$ cat src/design/cmrr_pkg.sv
// Shared constants, types and helpers for the cost matrix row/column reduce block.
// No dependencies; every other file of the block imports this package.
`default_nettype none

package cmrr_pkg;

   // Matrix geometry
   localparam int MAX_DIM = 16;
   localparam int IDX_W   = $clog2(MAX_DIM);
   localparam int ADDR_W  = 2 * IDX_W;
   localparam int DEPTH   = MAX_DIM * MAX_DIM;
   localparam int DIM_W   = 5;
   localparam int VAL_W   = 11;
   localparam int KIND_W  = 2;

   // Request / acknowledge codes
   localparam logic [KIND_W-1:0] KIND_WRITE  = 2'd0;
   localparam logic [KIND_W-1:0] KIND_REDUCE = 2'd1;
   localparam logic [KIND_W-1:0] KIND_READ   = 2'd2;

   // Stored marker for an absent edge (-1)
   localparam logic [VAL_W-1:0] ABSENT = {VAL_W{1'b1}};

   // One memory access slot: one write and one read address per cycle
   typedef struct packed {
      logic              wr_en;
      logic [ADDR_W-1:0] wr_addr;
      logic [VAL_W-1:0]  wr_data;
      logic [ADDR_W-1:0] rd_addr;
   } mem_port_type;

   // Sequencer status towards the top level
   typedef struct packed {
      logic busy;
      logic done;
   } seq_stat_type;

   // Strictly positive cost (not absent, not zero)
   function automatic logic is_positive(input logic [VAL_W-1:0] v);
      is_positive = !v[VAL_W-1] && (v != '0);
   endfunction

   // Address of element k of a line: row pass walks columns, column pass walks rows
   function automatic logic [ADDR_W-1:0] line_addr(input logic col_pass,
                                                    input logic [IDX_W-1:0] line,
                                                    input logic [IDX_W-1:0] k);
      line_addr = col_pass ? {k, line} : {line, k};
   endfunction

endpackage

`default_nettype wire

$ cat src/design/cmrr_chan_if.sv
// Handshake channel interfaces: request, response and the matrix_size register write.
// Depends on cmrr_pkg for field widths.
`default_nettype none

interface cmrr_req_if;
   import cmrr_pkg::*;
   logic                    valid;
   logic                    ready;
   logic [KIND_W-1:0]       req_type;
   logic [IDX_W-1:0]        row_index;
   logic [IDX_W-1:0]        col_index;
   logic signed [VAL_W-1:0] entry_value;

   modport source(output valid, req_type, row_index, col_index, entry_value, input ready);
   modport sink(input valid, req_type, row_index, col_index, entry_value, output ready);
endinterface

interface cmrr_rsp_if;
   import cmrr_pkg::*;
   logic                    valid;
   logic                    ready;
   logic [KIND_W-1:0]       ack_kind;
   logic signed [VAL_W-1:0] read_value;

   modport source(output valid, ack_kind, read_value, input ready);
   modport sink(input valid, ack_kind, read_value, output ready);
endinterface

interface cmrr_csr_if;
   import cmrr_pkg::*;
   logic             valid;
   logic             ready;
   logic [DIM_W-1:0] matrix_size;

   modport source(output valid, matrix_size, input ready);
   modport sink(input valid, matrix_size, output ready);
endinterface

`default_nettype wire

$ cat src/design/cmrr_store.sv
// Cost matrix store: single-port-write, single-port-read synchronous memory,
// read data registered. Depends on cmrr_pkg.
`default_nettype none

module cmrr_store (
   input  wire                          clock,
   input  cmrr_pkg::mem_port_type       port,
   output logic [cmrr_pkg::VAL_W-1:0]   rd_data
);
   import cmrr_pkg::*;

   logic [VAL_W-1:0] cost_mem [DEPTH];
   logic [VAL_W-1:0] rd_data_ff;

   // Write and read in the same cycle; contents are not reset
   always_ff @(posedge clock) begin
      if (port.wr_en) begin
         cost_mem[port.wr_addr] <= port.wr_data;
      end
      rd_data_ff <= cost_mem[port.rd_addr];
   end

   assign rd_data = rd_data_ff;

endmodule

`default_nettype wire

$ cat src/design/cmrr_seq.sv
// Reduction sequencer: row pass then column pass, each line scanned for its
// least positive entry and, if it holds no zero but a positive entry, then read-modify-written. Depends on cmrr_pkg.
`default_nettype none

module cmrr_seq (
   input  wire                          clock,
   input  wire                          reset,
   input  wire                          start,
   input  wire [cmrr_pkg::DIM_W-1:0]    dim,
   input  wire [cmrr_pkg::VAL_W-1:0]    rd_data,
   output cmrr_pkg::mem_port_type       port,
   output cmrr_pkg::seq_stat_type       stat
);
   import cmrr_pkg::*;

   typedef enum logic [1:0] {
      SQ_IDLE,
      SQ_SCAN,
      SQ_SUB,
      SQ_DONE
   } seq_state_type;

   seq_state_type     state_ff, state_in;
   logic              pass_ff, pass_in;       // 0 row pass, 1 column pass
   logic [IDX_W-1:0]  line_ff, line_in;
   logic [DIM_W-1:0]  k_ff, k_in;             // issue counter, reaches dim
   logic              pend_ff, pend_in;       // read issued last cycle
   logic [ADDR_W-1:0] pend_addr_ff, pend_addr_in;
   logic [VAL_W-2:0]  min_ff, min_in;
   logic              have_ff, have_in;
   logic              zero_ff, zero_in;

   logic              issue;
   logic              last_line;
   logic [VAL_W-1:0]  min_ext;

   assign issue     = (k_ff < dim);
   assign last_line = ({1'b0, line_ff} == (dim - DIM_W'(1)));
   assign min_ext   = {1'b0, min_ff};

   always_comb begin
      state_in     = state_ff;
      pass_in      = pass_ff;
      line_in      = line_ff;
      k_in         = k_ff;
      pend_in      = 1'b0;
      pend_addr_in = pend_addr_ff;
      min_in       = min_ff;
      have_in      = have_ff;
      zero_in      = zero_ff;

      port.wr_en   = 1'b0;
      port.wr_addr = pend_addr_ff;
      port.wr_data = rd_data - min_ext;
      port.rd_addr = line_addr(pass_ff, line_ff, k_ff[IDX_W-1:0]);

      case (state_ff)
         SQ_IDLE: begin
            if (start) begin
               pass_in = 1'b0;
               line_in = '0;
               k_in    = '0;
               have_in = 1'b0;
               zero_in = 1'b0;
               state_in = (dim == '0) ? SQ_DONE : SQ_SCAN;
            end
         end
         SQ_SCAN: begin
            // look for a zero and the least positive entry
            pend_in = issue;
            if (issue) begin
               k_in = k_ff + DIM_W'(1);
            end
            if (pend_ff) begin
               if (rd_data == '0) begin
                  zero_in = 1'b1;
               end else if (is_positive(rd_data) &&
                            (!have_ff || (rd_data[VAL_W-2:0] < min_ff))) begin
                  min_in  = rd_data[VAL_W-2:0];
                  have_in = 1'b1;
               end
            end
            if (!issue && !pend_ff) begin
               k_in = '0;
               if (zero_ff || !have_ff) begin
                  have_in = 1'b0;
                  zero_in = 1'b0;
                  if (last_line) begin
                     line_in  = '0;
                     pass_in  = 1'b1;
                     state_in = pass_ff ? SQ_DONE : SQ_SCAN;
                  end else begin
                     line_in = line_ff + IDX_W'(1);
                  end
               end else begin
                  state_in = SQ_SUB;
               end
            end
         end
         SQ_SUB: begin
            // read entry k, write it back reduced in the following cycle if it is positive
            pend_in      = issue;
            pend_addr_in = port.rd_addr;
            if (issue) begin
               k_in = k_ff + DIM_W'(1);
            end
            port.wr_en = pend_ff && is_positive(rd_data);
            if (!issue && !pend_ff) begin
               k_in    = '0;
               have_in = 1'b0;
               zero_in = 1'b0;
               if (last_line) begin
                  line_in  = '0;
                  pass_in  = 1'b1;
                  state_in = pass_ff ? SQ_DONE : SQ_SCAN;
               end else begin
                  line_in  = line_ff + IDX_W'(1);
                  state_in = SQ_SCAN;
               end
            end
         end
         SQ_DONE: begin
            state_in = SQ_IDLE;
         end
         default: begin
            state_in = SQ_IDLE;
         end
      endcase
   end

   always_ff @(posedge clock) begin
      if (reset) begin
         state_ff <= SQ_IDLE;
         pend_ff  <= 1'b0;
         k_ff     <= '0;
         pass_ff  <= 1'b0;
         line_ff  <= '0;
         have_ff  <= 1'b0;
         zero_ff  <= 1'b0;
      end else begin
         state_ff <= state_in;
         pend_ff  <= pend_in;
         k_ff     <= k_in;
         pass_ff  <= pass_in;
         line_ff  <= line_in;
         have_ff  <= have_in;
         zero_ff  <= zero_in;
      end
      pend_addr_ff <= pend_addr_in;
      min_ff       <= min_in;
   end

   assign stat.busy = (state_ff != SQ_IDLE);
   assign stat.done = (state_ff == SQ_DONE);

endmodule

`default_nettype wire

$ cat src/design/cost_matrix_row_column_reduce.sv
// Cost matrix row/column reduce, top level. A write answers through the response
// register; a read passes the store's read register, then the response register.
// A reduce scans the n lines in use in the row pass, then in the column pass, through
// the single read port of the store, and at most 2n-1 lines need the subtract. One
// transaction in flight; the next is taken as its response leaves.
// Reset: synchronous, sets matrix_size to 16 and clears control; the store keeps
// its contents and is undefined until written.
`default_nettype none

module cost_matrix_row_column_reduce (
   input  wire       clock,
   input  wire       reset,
   cmrr_req_if.sink  req_if,
   cmrr_rsp_if.source rsp_if,
   cmrr_csr_if.sink  csr_if
);
   import cmrr_pkg::*;

   typedef enum logic [1:0] {
      T_IDLE,
      T_READ,
      T_REDUCE
   } top_state_type;

   top_state_type     state_ff, state_in;
   logic [DIM_W-1:0]  size_ff, size_in;
   logic              rsp_valid_ff, rsp_valid_in;
   logic [KIND_W-1:0] rsp_kind_ff, rsp_kind_in;
   logic [VAL_W-1:0]  rsp_value_ff, rsp_value_in;

   logic              req_accept;
   logic              seq_start;
   logic [DIM_W-1:0]  dim;
   logic [VAL_W-1:0]  rd_data;
   logic [VAL_W-1:0]  wr_value;
   mem_port_type      seq_port;
   mem_port_type      mem_port;
   seq_stat_type      seq_stat;

   // Request handshake: idle and response slot free or leaving
   assign req_if.ready = (state_ff == T_IDLE) && (!rsp_valid_ff || rsp_if.ready);
   assign req_accept   = req_if.valid && req_if.ready;
   assign seq_start    = req_accept && (req_if.req_type == KIND_REDUCE);
   assign csr_if.ready = 1'b1;

   // Rows in use, clipped to the store
   assign dim = (size_ff > DIM_W'(MAX_DIM)) ? DIM_W'(MAX_DIM) : size_ff;

   // Non-positive costs are kept as absent
   assign wr_value = is_positive(req_if.entry_value) ? req_if.entry_value : ABSENT;

   // Store access: sequencer while reducing, else the request path
   always_comb begin
      if (seq_stat.busy) begin
         mem_port = seq_port;
      end else begin
         mem_port.wr_en   = req_accept && (req_if.req_type == KIND_WRITE);
         mem_port.wr_addr = {req_if.row_index, req_if.col_index};
         mem_port.wr_data = wr_value;
         mem_port.rd_addr = {req_if.row_index, req_if.col_index};
      end
   end

   cmrr_store u_store (
      .clock   (clock),
      .port    (mem_port),
      .rd_data (rd_data)
   );

   cmrr_seq u_seq (
      .clock   (clock),
      .reset   (reset),
      .start   (seq_start),
      .dim     (dim),
      .rd_data (rd_data),
      .port    (seq_port),
      .stat    (seq_stat)
   );

   // Transaction control and response register
   always_comb begin
      state_in     = state_ff;
      size_in      = size_ff;
      rsp_valid_in = rsp_valid_ff && !rsp_if.ready;
      rsp_kind_in  = rsp_kind_ff;
      rsp_value_in = rsp_value_ff;

      if (csr_if.valid) begin
         size_in = csr_if.matrix_size;
      end

      case (state_ff)
         T_IDLE: begin
            if (req_accept) begin
               case (req_if.req_type)
                  KIND_READ: begin
                     state_in = T_READ;
                  end
                  KIND_REDUCE: begin
                     state_in = T_REDUCE;
                  end
                  default: begin
                     // write or unknown code: answer at once
                     rsp_valid_in = 1'b1;
                     rsp_kind_in  = req_if.req_type;
                     rsp_value_in = '0;
                  end
               endcase
            end
         end
         T_READ: begin
            rsp_valid_in = 1'b1;
            rsp_kind_in  = KIND_READ;
            rsp_value_in = rd_data;
            state_in     = T_IDLE;
         end
         T_REDUCE: begin
            if (seq_stat.done) begin
               rsp_valid_in = 1'b1;
               rsp_kind_in  = KIND_REDUCE;
               rsp_value_in = '0;
               state_in     = T_IDLE;
            end
         end
         default: begin
            state_in = T_IDLE;
         end
      endcase
   end

   always_ff @(posedge clock) begin
      if (reset) begin
         state_ff     <= T_IDLE;
         size_ff      <= DIM_W'(MAX_DIM);
         rsp_valid_ff <= 1'b0;
      end else begin
         state_ff     <= state_in;
         size_ff      <= size_in;
         rsp_valid_ff <= rsp_valid_in;
      end
      rsp_kind_ff  <= rsp_kind_in;
      rsp_value_ff <= rsp_value_in;
   end

   assign rsp_if.valid      = rsp_valid_ff;
   assign rsp_if.ack_kind   = rsp_kind_ff;
   assign rsp_if.read_value = rsp_value_ff;

`ifndef SYNTHESIS
   // A read answers the cycle after its data returns
   a_read_rsp: assert property (@(posedge clock) disable iff (reset)
      (state_ff == T_READ) |=> (rsp_valid_ff && (rsp_kind_ff == KIND_READ)))
      else $error("read response not loaded");

   // The sequencer only owns the store inside a reduce transaction
   a_seq_owner: assert property (@(posedge clock) disable iff (reset)
      seq_stat.busy |-> (state_ff == T_REDUCE))
      else $error("sequencer active outside reduce");

   // A write transaction answers on the next cycle
   a_write_rsp: assert property (@(posedge clock) disable iff (reset)
      (req_accept && (req_if.req_type == KIND_WRITE))
         |=> (rsp_valid_ff && (rsp_kind_ff == KIND_WRITE)))
      else $error("write response not loaded");
`endif

endmodule

`default_nettype wire
$ cat src/flat_wrapper.sv
// flat-port wrapper written by rule: the top's interface ports become plain ports
module cost_matrix_row_column_reduce_flat import cmrr_pkg::*;
  (clock, reset, req_if_valid, req_if_req_type, req_if_row_index, req_if_col_index, req_if_entry_value, req_if_ready, rsp_if_valid, rsp_if_ack_kind, rsp_if_read_value, rsp_if_ready, csr_if_valid, csr_if_matrix_size, csr_if_ready);
  cmrr_req_if req_if_i ();
  cmrr_rsp_if rsp_if_i ();
  cmrr_csr_if csr_if_i ();
  input  wire clock;
  input  wire reset;
  input wire logic [$bits(req_if_i.valid)-1:0] req_if_valid;
  input wire logic [$bits(req_if_i.req_type)-1:0] req_if_req_type;
  input wire logic [$bits(req_if_i.row_index)-1:0] req_if_row_index;
  input wire logic [$bits(req_if_i.col_index)-1:0] req_if_col_index;
  input wire logic [$bits(req_if_i.entry_value)-1:0] req_if_entry_value;
  output wire logic [$bits(req_if_i.ready)-1:0] req_if_ready;
  output wire logic [$bits(rsp_if_i.valid)-1:0] rsp_if_valid;
  output wire logic [$bits(rsp_if_i.ack_kind)-1:0] rsp_if_ack_kind;
  output wire logic [$bits(rsp_if_i.read_value)-1:0] rsp_if_read_value;
  input wire logic [$bits(rsp_if_i.ready)-1:0] rsp_if_ready;
  input wire logic [$bits(csr_if_i.valid)-1:0] csr_if_valid;
  input wire logic [$bits(csr_if_i.matrix_size)-1:0] csr_if_matrix_size;
  output wire logic [$bits(csr_if_i.ready)-1:0] csr_if_ready;
  assign req_if_i.valid = req_if_valid;
  assign req_if_i.req_type = req_if_req_type;
  assign req_if_i.row_index = req_if_row_index;
  assign req_if_i.col_index = req_if_col_index;
  assign req_if_i.entry_value = req_if_entry_value;
  assign req_if_ready = req_if_i.ready;
  assign rsp_if_valid = rsp_if_i.valid;
  assign rsp_if_ack_kind = rsp_if_i.ack_kind;
  assign rsp_if_read_value = rsp_if_i.read_value;
  assign rsp_if_i.ready = rsp_if_ready;
  assign csr_if_i.valid = csr_if_valid;
  assign csr_if_i.matrix_size = csr_if_matrix_size;
  assign csr_if_ready = csr_if_i.ready;
  cost_matrix_row_column_reduce u_core (.clock(clock), .reset(reset), .req_if(req_if_i), .rsp_if(rsp_if_i), .csr_if(csr_if_i));
endmodule
$ cat config.mk
export PLATFORM = sky130hd
export DESIGN_NAME = cost_matrix_row_column_reduce_flat
export DESIGN_NICKNAME = d
export VERILOG_FILES = /design/src/design/cmrr_pkg.sv /design/src/design/cmrr_chan_if.sv /design/src/design/cmrr_store.sv /design/src/design/cmrr_seq.sv /design/src/design/cost_matrix_row_column_reduce.sv /design/src/flat_wrapper.sv
export SDC_FILE = /design/constraint.sdc
export NUM_CORES = 2
export LEC_CHECK = 0
export BUFFER_PORTS_ARGS = -buffer_cell sky130_fd_sc_hd__buf_4
export CAP_MARGIN = 20
export CELL_PAD_IN_SITES_DETAIL_PLACEMENT = 1
export CELL_PAD_IN_SITES_GLOBAL_PLACEMENT = 1
export CORE_UTILIZATION = 55
export CTS_CLUSTER_DIAMETER = 120
export DETAILED_ROUTE_END_ITERATION = 16
export PLACE_DENSITY_LB_ADDON = 0.1
export SETUP_SLACK_MARGIN = 0.3
export SYNTH_ARGS = -nofsm -noshare
export SYNTH_HDL_FRONTEND = slang
export SYNTH_SLANG_ARGS = --single-unit
export TNS_END_PERCENT = 100
$ cat constraint.sdc
create_clock -name clock -period 18.21 [get_ports clock]
set_clock_uncertainty 0.05 [all_clocks]
set_input_delay 1.821 -clock clock [delete_from_list [all_inputs] [get_ports clock]]
set_output_delay 1.821 -clock clock [all_outputs]
set_load 0.02 [all_outputs]
Word level (Yosys, flattened, before mapping). Memory sizes are Yosys's and may differ from the RTL's. A register that Yosys moved wholly into a read port is not among the register bits. Cells that the tools add are included.

Multipliers: 0. Shifts and indexed selects: 0. $lt $le $gt $ge: 3. Bitwise gates (word level): 2. Reduce and logical (&&, ||, !) cells: 41. Eq/ne operators: 18. Muxes and demuxes: 60. Divide/modulo/power cells: 0. $add $sub $neg: 4.

Operator list (count): two-way mux 11 bit (4); one-hot mux 11 bit (3 select lines) (1); two-way mux 28 bit (1); two-way mux 2 bit (13); nonzero test 11 bit (2); two-way mux 1 bit (21); two-way mux 4 bit (5); two-way mux 5 bit (4); one-hot mux 1 bit (3 select lines) (4); one-hot mux 4 bit (3 select lines) (1); AND reduction 4 bit (3); logical NOT 11 bit (1); subtractor 11 x 10 -> 11 bit (1); logical AND 1 bit (10); less-than comparator 10 bit (1); one-hot mux 5 bit (2 select lines) (1); AND reduction 3 bit (3); == test 2 bit, second input constant (4); two-way mux 8 bit (1); != test 2 bit, second input constant (4); one-hot mux 2 bit (2 select lines) (2); one-hot mux 2 bit (4 select lines) (1); logical NOT 1 bit (7); == test 2 x 1 -> 1 bit, second input constant (3); 18 further kinds (30).

Logic and storage cells: 143. Latch bits: 0. Memory bits (read-only): 0. Memory bits (writable): 2816. Memories: 1. Register bits: 54.

Memory list: u_core.u_store.cost_mem (words 256, width 11, rd ports 1, clocked after memory_dff 1, wr ports 1, line cmrr_store.sv:12) `logic [VAL_W-1:0] cost_mem [DEPTH];`.

Logic depth before layout (Yosys ltp).
Depth after elaboration: 9. Gate-level depth with buffers: 17. Gate-level depth less buffers: 12.

Hierarchy. From an unflattened synthesis, not the netlist that was laid out.

Cell total of the unflattened synthesis: 5405. Area, all modules: 112415.3 um^2.

Modules (own cells, without submodules): cmrr_store (times used 1, area each 108713.0 um^2, cells each 4999); cmrr_seq (times used 1, area each 2284.7 um^2, cells each 232); cost_matrix_row_column_reduce (times used 1, area each 1417.6 um^2, cells each 174).

Worst setup path after synthesis. Ideal clock, no wire load.

Path kind: input -> register. From: input port req_if_entry_value[1]. To: memory u_core.u_store.cost_mem[0][9], data pin. Library setup time: 2246 ps. Stages on the path: 4. Buffers on the path: 0. Setup slack: 3197 ps. Arrival: 12717 ps. Data required time: 15914 ps. Cells stage by stage: nor4_1 > a311o_1 > o21ai_0 > a211oi_1.

RTL lines: from (decl) (line flat_wrapper.sv:13) `input wire logic [$bits(req_if_i.entry_value)-1:0] req_if_entry_value;`; to (decl) (line cmrr_store.sv:12).

Worst setup path in the final report.
From: register u_core.u_seq.state_ff[0]. To: register u_core.u_store.rd_data_ff[4] (netlist: u_core.u_store.rd_data[4]), read port of u_core.u_store.cost_mem.

Word-level cells in the longest chain between the ends: 2.

RTL lines: from (decl) (line cmrr_seq.sv:23) `seq_state_type state_ff, state_in;`; from (signal assigned) (line cmrr_seq.sv:141) `state_ff <= state_in;`; nonzero test 2 bit (line cmrr_seq.sv:153) `assign stat.busy = (state_ff != SQ_IDLE);`; two-way mux 28 bit (line cost_matrix_row_column_reduce.sv:54) `if (seq_stat.busy) begin`; to (decl) (line cmrr_store.sv:13) `logic [VAL_W-1:0] rd_data_ff;`.

Every way passes these cells. A chain may end at the register's enable or synchronous reset.

==> flow_summary.ini <==
[clock_tree]
tritoncts_num_sinks = 2881
cts_tree = done
cts_inserted_buffers = 310
postCtsResizedCells = 0
postCtsSetupRepairBufs = 0
cts.htree.levels = 5
worst_setup_hold_path_clk_slew_ns = 0.06
clock_latency_ns = 0.95
clockRootBuffer = clkbuf_16
holdBufCountCts = 0
cts-root-to-sink-buffers = 4

[die]
io_pins = 47
fp.dieH_um = 455
chipWidth_um = 455
row_count = 165
starting_density_of_the_core_pct = 55.6
die_area_um2 = 207000
core_area_um2 = 203000

[grt]
grt_first_pass_wirelength_um = 504000
globalRoute.totalOverflow = 0
number_of_global_route_vias_before_repair = 68400
antenna_violations_before_repair = 25
largest_net_degree_at_the_start_of_global_routing = 215
grt.total_usage_pct = 34.7

[sta]
final_min_period_over_clock_period_pct = 38.0
worst-slew-pin-transition_ns = 1.36
slew_headroom_pct = 9.18
setup-violations-final = 0
final-max-slew-violation-count = 0
fin_setup_tns_ns = 0
min_period_ns = 6.92
timing_hold_violations_final = 0
holdWs_ns = 0.450
max_clock_freq_mhz = 144
grt_setup_unrepaired = no

[synth]
synth_flop_cell = edfxtp_1
post_synth_instance_area_um2 = 113000
synth-seq-area-share_pct = 76.4
netlist.top_cell.by_area = edfxtp_1
avgSynthCellArea_um2 = 16.4
synth.distinct_cells = 67
synth_fp_nets = 6923
synth-async-reset-ratio_pct = 0
number_of_flip_flops_and_latches_in_the_synthesized_netlist = 2881
synth_edf_count = 2847
postSynthCellCount = 6864
ys_top_cells_by_area = edfxtp_1 76%, mux4_2 8.0%, nand2_1 4.1%
synthDominantCellAreaShare_pct = 75.8
yosysWarningCount = 0
yosys.cell_count.top_type = edfxtp_1
synth_common_cells = 2847 x edfxtp_1, 1239 x nand2_1, 590 x nand3_1

[placed_design]
buffers_on_ports = 45
dp_hpwl_um = 209000
place.detailed.instances = 9479
gp_congestion = 0.860

[worst_setup_path]
critical_path_required_ns = 18.97
timing.critical_path.arrival_ns = 7.68
start_kind = register
crit_path_max_fanout = 116
end_kind = register
setup.worst_path.class = register to register

[pwr]
power.share.sequential_pct = 40.2
switch_pwr_uw = 7160
irDropWorstVdd_mv = 0.199
pwr-share-clk_pct = 29.5
cell_internal_power_dissipation_uw = 13400
static-leakage-power_uw = 0.0414
power_density_nw_per_um2 = 161
switching_share_pct = 34.9
total_power_uw = 20500
part_of_the_power_in_combinational_logic_pct = 30.2

[detailed_routing]
detail_route.vias_per_cell = 6.70
drt-wirelength-per-cell_um = 35.5
num_vias = 67600
drtAntennaViolNets = 0
finalWirelength_um = 358000
drt_iter0_markers = 9099
drt_first_pass_iters = 5
route.detailed.drc = 0

[final_layout]
multi_input_comb_area_um2 = 24900
finish.net_count = 7243
flow.area_growth_from_synthesis_pct = 13.2
final-instance-count-excl-fill = 10100
fill_count = 17600
fraction_of_final_layout_cells_sized_beyond_drive_strength_1_pct = 17.8
layout.area.seq_um2 = 86200

[hold_path]
worstHoldPathType = register to register

[status]
status = finished, final reports clean

[job]
cap_violations = 0
## stage by stage
| step | util [%] | worst slack, ns | cell area, µm² |
|---|---|---|---|
| detailed placement | 57.9 | 10.34 | 118000 |
| finish | 62.9 | 11.29 | 128000 |
| global route | 62.9 | 10.90 | 128000 |
| global placement | 57.7 | 10.46 | 117000 |
| floorplan | - | 3.20 | 113000 |
| CTS | 62.6 | 11.28 | 127000 |
## kinds of logic (layout without fill, tap and decap cells)
| kind of cell | Yosys count | in the layout | synth area share, % |
|---|---|---|---|
| fa+ha+maj | 28 | 28 | 0.317 |
| buf+inv | 451 | 993 | 1.89 |
| mux | 481 | 481 | 8.75 |
| simple gates | 2410 | 2410 | 9.20 |
| compound gates | 597 | 597 | 3.31 |
| other cells | 1 | 15 | 0.00333 |
| flops | 2881 | 2881 | 76.4 |
| xor+xnor | 15 | 15 | 0.117 |
## routing by layer
layer | wire (µm) | track usage, %
met1 | 135000 | 47.0
met2 | 168000 | 53.7
met3 | 35000 | 6.98
met5 | 61 | 0
met4 | 21000 | 18.3
## power groups by stage
| stage | Combinational [µW] | Sequential (µW) | Clock (µW) |
|---|---|---|---|
| final | 6210 | 8260 | 6060 |
| after global routing | 6450 | 8250 | 6320 |
| after CTS | 6150 | 8250 | 6110 |
| after detailed placement | 6100 | 8390 | 0 |
| after global placement | 5890 | 8390 | 0 |
| after floorplan | 3520 | 8640 | 0 |
## final timing paths
path | startpoint | end | slack (ns) | depth (start not counted)
setup reg to reg | u_core.u_seq.state_ff[0] | u_core.u_store.rd_data[4] | 11.29 | 16
setup / recovery | u_core.u_seq.state_ff[0] | u_core.u_store.rd_data[4] | 11.29 | 16
hold reg to reg | u_core.state_ff[1] | u_core.state_ff[1] | 0.45 | 2
hold / removal | u_core.state_ff[1] | u_core.state_ff[1] | 0.45 | 2
## critical path, stage by stage, from the launching register on
cell and delay [ns]:
dfxtp_1 0.38, inv_1 0.10, ha_2 0.19, buf_4 0.28, nand2b_1 0.27, o21a_4 0.68
buf_12 0.67, buf_4 0.77, buf_4 0.77, buf_4 0.61, mux4_2 0.57, o22ai_1 0.16
nor4_1 0.12, buf_4 0.22, nor4_1 0.36, o22ai_1 0.14, o21bai_1 0.18
## cell usage in the layout, fill, tap and decap left out, types with 44 or more instances in the layout
master	n
clkbuf_16	313
nor3_1	55
edfxtp_1	2847
mux4_2	402
nor2_1	315
buf_6	49
clkinv_2	48
nand2_1	1216
nor4_1	70
o22ai_1	133
o21ai_0	51
clkbuf_1	51
buf_4	348
clkinv_1	80
mux2i_1	66
a21oi_1	200
nand3_1	590
a31oi_1	44
## sequential cells by signal, summed over array words and instances, names as in the netlist
name,count
u_core.u_seq.state_ff,2
u_core.u_seq.min_ff,10
u_core.size_ff,5
u_core.u_seq.line_ff,4
u_core.rsp_if.read_value,11
u_core.u_seq.pend_ff,1
u_core.u_seq.k_ff,5
u_core.u_seq.have_ff,1
u_core.u_seq.zero_ff,1
u_core.state_ff,2
u_core.u_store.cost_mem,2816
u_core.u_seq.pass_ff,1
u_core.rsp_if.valid,1
u_core.rsp_if.ack_kind,2
u_core.u_store.rd_data,11
u_core.u_seq.pend_addr_ff,8
## area by class of cell
cell class	instances	area share [%]
multi-input combinational	3532	19.5
clock buffer	366	6.31
tap	2672	2.62
sequential	2881	67.5
antenna	14	0.0274
clock inverter	168	1.14
timing repair buffer	424	2.80
inverter	35	0.103
Note: power is estimated with default switching activity, not from simulation.
